`src/hw/rtl/scm_norm.sv`:
```
// ----------------------------------------------------------------------------
// Colormap normalizer
// Pipelined restoring divider giving t = (sample - low) / (high - low) in
// Q1.FRAC_BITS, one quotient bit per stage, clamped and rounded.
// ----------------------------------------------------------------------------
`default_nettype none

module scm_norm #(
  parameter int FRAC_BITS    = 16,
  parameter int SAMPLE_WIDTH = 32,
  parameter int TAG_WIDTH    = 3
) (
  input  wire logic                    clk,
  input  wire logic                    rst,
  input  wire logic                    en,
  input  wire logic                    in_valid,
  input  wire logic [SAMPLE_WIDTH-1:0] sample,
  input  wire logic [SAMPLE_WIDTH-1:0] range_low,
  input  wire logic [SAMPLE_WIDTH-1:0] range_high,
  input  wire logic [TAG_WIDTH-1:0]    in_tag,
  output logic                         out_valid,
  output logic [FRAC_BITS:0]           t,
  output logic [TAG_WIDTH-1:0]         out_tag
);

  localparam int DW = SAMPLE_WIDTH + 1;
  localparam int QB = FRAC_BITS + 1;
  localparam int ST = QB + 2;
  localparam logic [FRAC_BITS:0] ONE = {1'b1, {FRAC_BITS{1'b0}}};

  logic [ST-1:0]          vld;
  logic [DW:0]            rem [QB+1];
  logic [DW-1:0]          den [QB+1];
  logic [QB-1:0]          quo [QB+1];
  logic [1:0]             fix [QB+1];
  logic [TAG_WIDTH-1:0]   tag [ST];

  logic signed [DW-1:0] d0, n0, ad, an;
  logic [1:0]           fix0;

  always_comb begin
    d0 = $signed({range_high[SAMPLE_WIDTH-1], range_high})
       - $signed({range_low[SAMPLE_WIDTH-1], range_low});
    n0 = $signed({sample[SAMPLE_WIDTH-1], sample})
       - $signed({range_low[SAMPLE_WIDTH-1], range_low});
    ad = d0[DW-1] ? -d0 : d0;
    an = d0[DW-1] ? -n0 : n0;
    fix0 = 2'd0;
    if (d0 == '0) begin
      fix0 = n0[DW-1] ? 2'd1 : 2'd2;
    end else if (an[DW-1] || an == '0) begin
      fix0 = 2'd1;
    end else if (an >= ad) begin
      fix0 = 2'd2;
    end
  end

  always_ff @(posedge clk) begin
    if (rst) begin
      vld <= '0;
    end else if (en) begin
      vld <= {vld[ST-2:0], in_valid};
    end
  end

  always_ff @(posedge clk) begin
    if (en) begin
      rem[0] <= {1'b0, an};
      den[0] <= ad;
      quo[0] <= '0;
      fix[0] <= fix0;
      tag[0] <= in_tag;
    end
  end

  for (genvar i = 1; i <= QB; i++) begin : g_div
    logic [DW:0] sh;
    assign sh = {rem[i-1][DW-1:0], 1'b0};
    always_ff @(posedge clk) begin
      if (en) begin
        den[i] <= den[i-1];
        fix[i] <= fix[i-1];
        tag[i] <= tag[i-1];
        if (sh >= {1'b0, den[i-1]}) begin
          rem[i] <= sh - {1'b0, den[i-1]};
          quo[i] <= {quo[i-1][QB-2:0], 1'b1};
        end else begin
          rem[i] <= sh;
          quo[i] <= {quo[i-1][QB-2:0], 1'b0};
        end
      end
    end
  end

  logic [QB:0] rnd;
  assign rnd = {1'b0, quo[QB]} + {{QB{1'b0}}, 1'b1};

  always_ff @(posedge clk) begin
    if (en) begin
      tag[ST-1] <= tag[QB];
      case (fix[QB])
        2'd1:    t <= '0;
        2'd2:    t <= ONE;
        default: t <= rnd[QB:1];
      endcase
    end
  end

  assign out_valid = vld[ST-1];
  assign out_tag   = tag[ST-1];

endmodule

`default_nettype wire

```
`config.mk`:
```
export PLATFORM = sky130hd
export DESIGN_NAME = scm_norm
export DESIGN_NICKNAME = d
export VERILOG_FILES = /design/src/hw/rtl/scm_norm.sv
export SDC_FILE = /design/constraint.sdc
export NUM_CORES = 2
export LEC_CHECK = 0
export BUFFER_PORTS_ARGS = -buffer_cell sky130_fd_sc_hd__buf_2
export CAP_MARGIN = 10
export CORE_MARGIN = 2
export CORE_UTILIZATION = 51
export CTS_CLUSTER_DIAMETER = 40
export DETAILED_ROUTE_END_ITERATION = 6
export GPL_TIMING_DRIVEN = 0
export PLACE_DENSITY = 0.74
export SLEW_MARGIN = 25
export SYNTH_ARGS = -nofsm -noshare
export SYNTH_HDL_FRONTEND = slang
export SYNTH_SLANG_ARGS = --single-unit
```
`constraint.sdc`:
```
create_clock -name clk -period 6.9 [get_ports clk]
set_clock_uncertainty 0.2 [all_clocks]
set_input_delay 0.69 -clock clk [delete_from_list [all_inputs] [get_ports clk]]
set_output_delay 0.69 -clock clk [all_outputs]
set_load 0.01 [all_outputs]
```
After elaboration in Yosys (flattened, before gate mapping)
Memory sizes are Yosys's and may differ from the RTL's.
Cells that the tools add are included.
- logic and storage cells: 231
- memories: 5
- flip-flop bits (word level): 36
- output and inout port bits: 21
- input port bits: 103
- RAM bits: 1605
- bitwise operators: 34
- reductions and logical operators: 3
- multiplexer cells: 145
- add/subtract/negate cells: 22
- $lt $le $gt $ge: 18
- equality and inequality tests: 2
- memories (name ; words ; bits a word ; read ports ; clocked after memory_dff ; write ports ; line ; RTL):
    rem ; 18 ; 34 ; 17 ; 0 ; 18 ; 32 ; logic [DW:0] rem [QB+1];
    den ; 18 ; 33 ; 17 ; 0 ; 18 ; 33 ; logic [DW-1:0] den [QB+1];
    quo ; 18 ; 17 ; 18 ; 0 ; 18 ; 34 ; logic [QB-1:0] quo [QB+1];
    tag ; 19 ; 3 ; 19 ; 0 ; 19 ; 36 ; logic [TAG_WIDTH-1:0] tag [ST];
    fix ; 18 ; 2 ; 18 ; 0 ; 18 ; 35 ; logic [1:0] fix [QB+1];
- operators by type and width (kind ; number):
    >= comparator 34 x 33 -> 1 bit ; 17
    two-way mux 34 bit ; 17
    subtractor 34 x 33 -> 34 bit ; 17
    two-way mux 17 bit ; 17
    two-way mux 1 bit ; 104
    zero test 33 bit ; 2
    two-way mux 33 bit ; 2
    negator 33 bit ; 2
    subtractor 32 x 32 -> 33 bit ; 2
    OR 1 bit ; 34
    case mux 17 bit (2 select lines) ; 1
    >= comparator 33 bit ; 1
    adder 17 x 1 -> 18 bit (second input constant) ; 1
    two-way mux 2 bit ; 4
    equality test 2 x 1 -> 1 bit (second input constant) ; 1
    equality test 2 bit (second input constant) ; 1
    logical OR 1 bit ; 1

Logic depth before layout (Yosys ltp)
- word-level depth: 7
- mapped depth: 30
- mapped depth without buffers: 27

Worst setup path after synthesis
No wires, ideal clock.
- kind: input-to-reg
- start point: input port range_low[2]
- end point: memory fix[0][1] (data pin)
- arrival time: 5908 ps
- setup time: 255 ps
- path buffers: 3
- stages on the path: 28
- slack: 537 ps
- required time: 6445 ps
- cell sequence: inv_1 -> ha_1 -> nor2b_1 -> o31a_1 -> o2111a_1 -> or3_1 -> o2111ai_1 -> o21ai_0 -> a21oi_1 -> clkbuf_1 -> clkbuf_1 -> clkbuf_1 -> o21ai_0 -> xnor2_1 -> inv_1 -> ha_1 -> a21o_1 -> a21o_1 -> a21oi_1 -> o21a_1 -> o21ai_0 -> a21o_1 -> a21oi_1 -> o21ai_0 -> maj3_1 -> a31oi_1 -> nand2_1 -> and3_1
- RTL lines (element ; line ; RTL):
    start, declared ; 18 ; input wire logic [SAMPLE_WIDTH-1:0] range_low,
    end, declared ; 35 ;

==> reports/qor.yml <==
run_status:
  outcome: "finished clean"
drt:
  ant_nets: 0
  wl_um: 210000
  drcViolationCount: 0
  wire_per_inst_um: 20.6
  drt-pass1-iter-count: 7
  drtIter0Drc: 5438
  via_per_inst: 5.80
  num_vias: 59200
sta:
  final-setup-viol-count: 0
  max_freq_mhz: 153
  whs_ns: 0.0732
  max_slew_margin_pct: 31.7
  fin_crit_sh_pct: 95.0
  worstMarginPinSlew_ns: 1.02
  period_needed_ns: 6.56
  hold_viol: 0
  final_max_slew_viol_count: 0
  grt_setup_unrepaired: "false"
  fin_ws_ns: 0.344
layout:
  fin_cells: 10200
  nNetsFinal: 8644
  area_growth_pct: 13.4
  regArea_mm2: 0.0420
  post-route-cell-area_mm2: 0.0932
  nFillCells: 13300
  multi_input_area_mm2: 0.0367
  drive_gt1_share_pct: 10.0
floorplan:
  rows: 147
  die-area_mm2: 0.164
  die_x_um: 405
  io_pins: 124
  die_h_um: 405
  start_util_pct: 51.2
  core_area_mm2: 0.160
setup_path:
  cp.arrival_ns: 6.89
  crit_buf_inv: 5
  critPathMaxStageDelay_ns: 0.46
  crit_slowest_cell: "clkbuf_1"
  path_max_fanout: 10
  setup.worst_path.start_class: "input pin"
  required_ns: 7.23
  crit_type: "in2reg"
  critPathTopFamily: "compound AO/OA/AOI/OAI gates"
  crit_path_end_kind: "register"
  crit_top_cell: "o21ai_0"
placed_design:
  place.gp.congestion: 0.928
  dp.cells: 9817
  hpwl_um: 160000
  portBuffers: 122
  placed_cell_area_mm2: 0.0861
  pre_cts_ws_ns: -1.82
synthesis:
  synth_warnings: 0
  synth.distinct_cells: 100
  ys_ff_latch: 1404
  syn_avg_cell_area_um2: 10.9
  async_flop_share_pct: 0
  synth-main-ff-cell: "edfxtp_1"
  syn_inst: 7514
  synth.largest_area_cell: "edfxtp_1"
  synth.net_count: 8294
  synth-seq-area-share_pct: 51.0
  synth_edf_count: 1383
  synth_area_leaders: "edfxtp_1, ha_1, a21oi_1, inv_1, xnor2_1"
  synth_top_area_share_pct: 50.5
  syn_area_mm2: 0.0822
global_route:
  grt_pass1_vias: 57300
  grt_usage_pct: 25.3
  grt_pass1_wl_um: 323000
  grt.overflow.total: 0
  grt_start_max_net_pins: 99
  antenna_found_initial: 2
cts:
  cts_tree: "done"
  numCtsBuffers: 199
  clkSlewWorstSetupHoldPaths_ns: 0.06
  clkLatencyLatePin_ns: 0.85
  cts-root-buf: "clkbuf_16"
  cts.sinks: 1404
  cts_buffer_depth: 3
  htree_levels: 4
pwr:
  cellPowerDensity_mw_per_mm2: 471
  ir_drop_mv: 0.304
  p_leak_uw: 0.0384
  power.total_uw: 43900
hold_path:
  hold_class: "in2reg"
run:
  maxCapViolCount: 0
-- per-stage QoR --
stage | TNS, ns | utilization, %
6_report | 0 | 58.1
5_1_grt | 0 | 58.1
4_1_cts | 0 | 58.1
3_5_place_dp | -1.82 | 53.7
3_3_place_gp | - | 53.3
2_1_floorplan | 0 | -
-- layer usage --
| layer | vias to the layer above | wire length [µm] | GRT usage (%) |
|---|---|---|---|
| met1 | 28600 | 90000 | 33.9 |
| li1 | 28100 | - | - |
| met5 | - | 16 | 0 |
| met3 | 382 | 12900 | 3.73 |
| met2 | 2007 | 101000 | 42.2 |
| met4 | 2 | 6400 | 8.26 |
-- logic make-up after synthesis --
family / after synthesis / share of synthesized area (%)
muxes: 253 / 3.37
buffers and inverters: 951 / 4.36
AOI/OAI and AO/OA: 1792 / 13.7
DFF: 1404 / 51.0
adders and majority gates: 678 / 10.5
xor gates and xnor gates: 549 / 5.87
and+or+nand+nor: 1887 / 11.1
-- path summary, 6_finish.rpt --
path / startpoint / end / slack (ns) / depth (start not counted)
max reg2reg: rem[5][0] / rem[6][8] / 0.79 / 16
min reg2reg: quo[3][18] / quo[4][2] / 0.18 / 0
max: range_low[2] / fix[0][1] / 0.34 / 29
min: en / den[0][13] / 0.07 / 1
-- area by class of cell --
type                            instances  share of cell area [%]
Sequential cell                      1404                    45.0
Clock buffer                          216                    5.43
Clock inverter                        158                    2.11
Antenna cell                            5                  0.0134
Inverter                              801                    3.22
Timing Repair Buffer                  150                    1.29
Buffer                                149                   0.683
Multi-Input combinational cell       5159                    39.4
Tap cell                             2160                    2.90
-- power by group --
group	switching, µW	internal [µW]	total, µW
Sequential	1460	12700	14200
Clock	4270	6260	10500
Combinational	11000	8180	19200
Total	16700	27100	43900
-- state kept, by name, indices dropped and copies added, names as in the netlist --
signal / cells
t: 17
vld: 19
fix: 36
quo: 153
rem: 561
tag: 57
den: 561
-- timing repair --
item,4_1_cts,5_1_grt
buffers inserted,1,0
hold buffers,6,0
cloned,0,0
gates resized for setup,6,14
pin swaps,1,2
hold endpoints to repair,12,0
setup endpoints to repair,1,1
-- synth_stat cells, drive strengths merged (14+ instances only) --
cell type and count:
inv 801, o31a 15, nand4b 15, a21oi 613
a31oi 53, a21o 227, nand3 130, xor2 211
nor4 26, dfxtp 21, ha 659, a21boi 43
o21a 76, edfxtp 1383, o21bai 68, nor2 586
buf 21, nand2 431, nand2b 86, a211o 15
clkbuf 129, o21ai 385, nor3b 14, o31ai 47
mux2i 62, xnor2 338, nand4 100, or4 15
o41ai 21, and2 64, o211ai 28, mux2 191
nor2b 98, and3 58, nor3 133, a211oi 62
or2 40, fa 18, or3 51
-- layout by cell type, fill, tap and decap left out, types with 131 or more instances in the layout --
cell / instances
ha_1: 658
edfxtp_1: 1383
nor3_1: 131
nand2_1: 431
a21oi_1: 610
inv_1: 801
mux2_2: 191
nor2_1: 585
a21o_1: 226
xnor2_1: 338
clkbuf_16: 199
o21ai_0: 378
xor2_1: 209
Power figures use the tool's default switching activity.
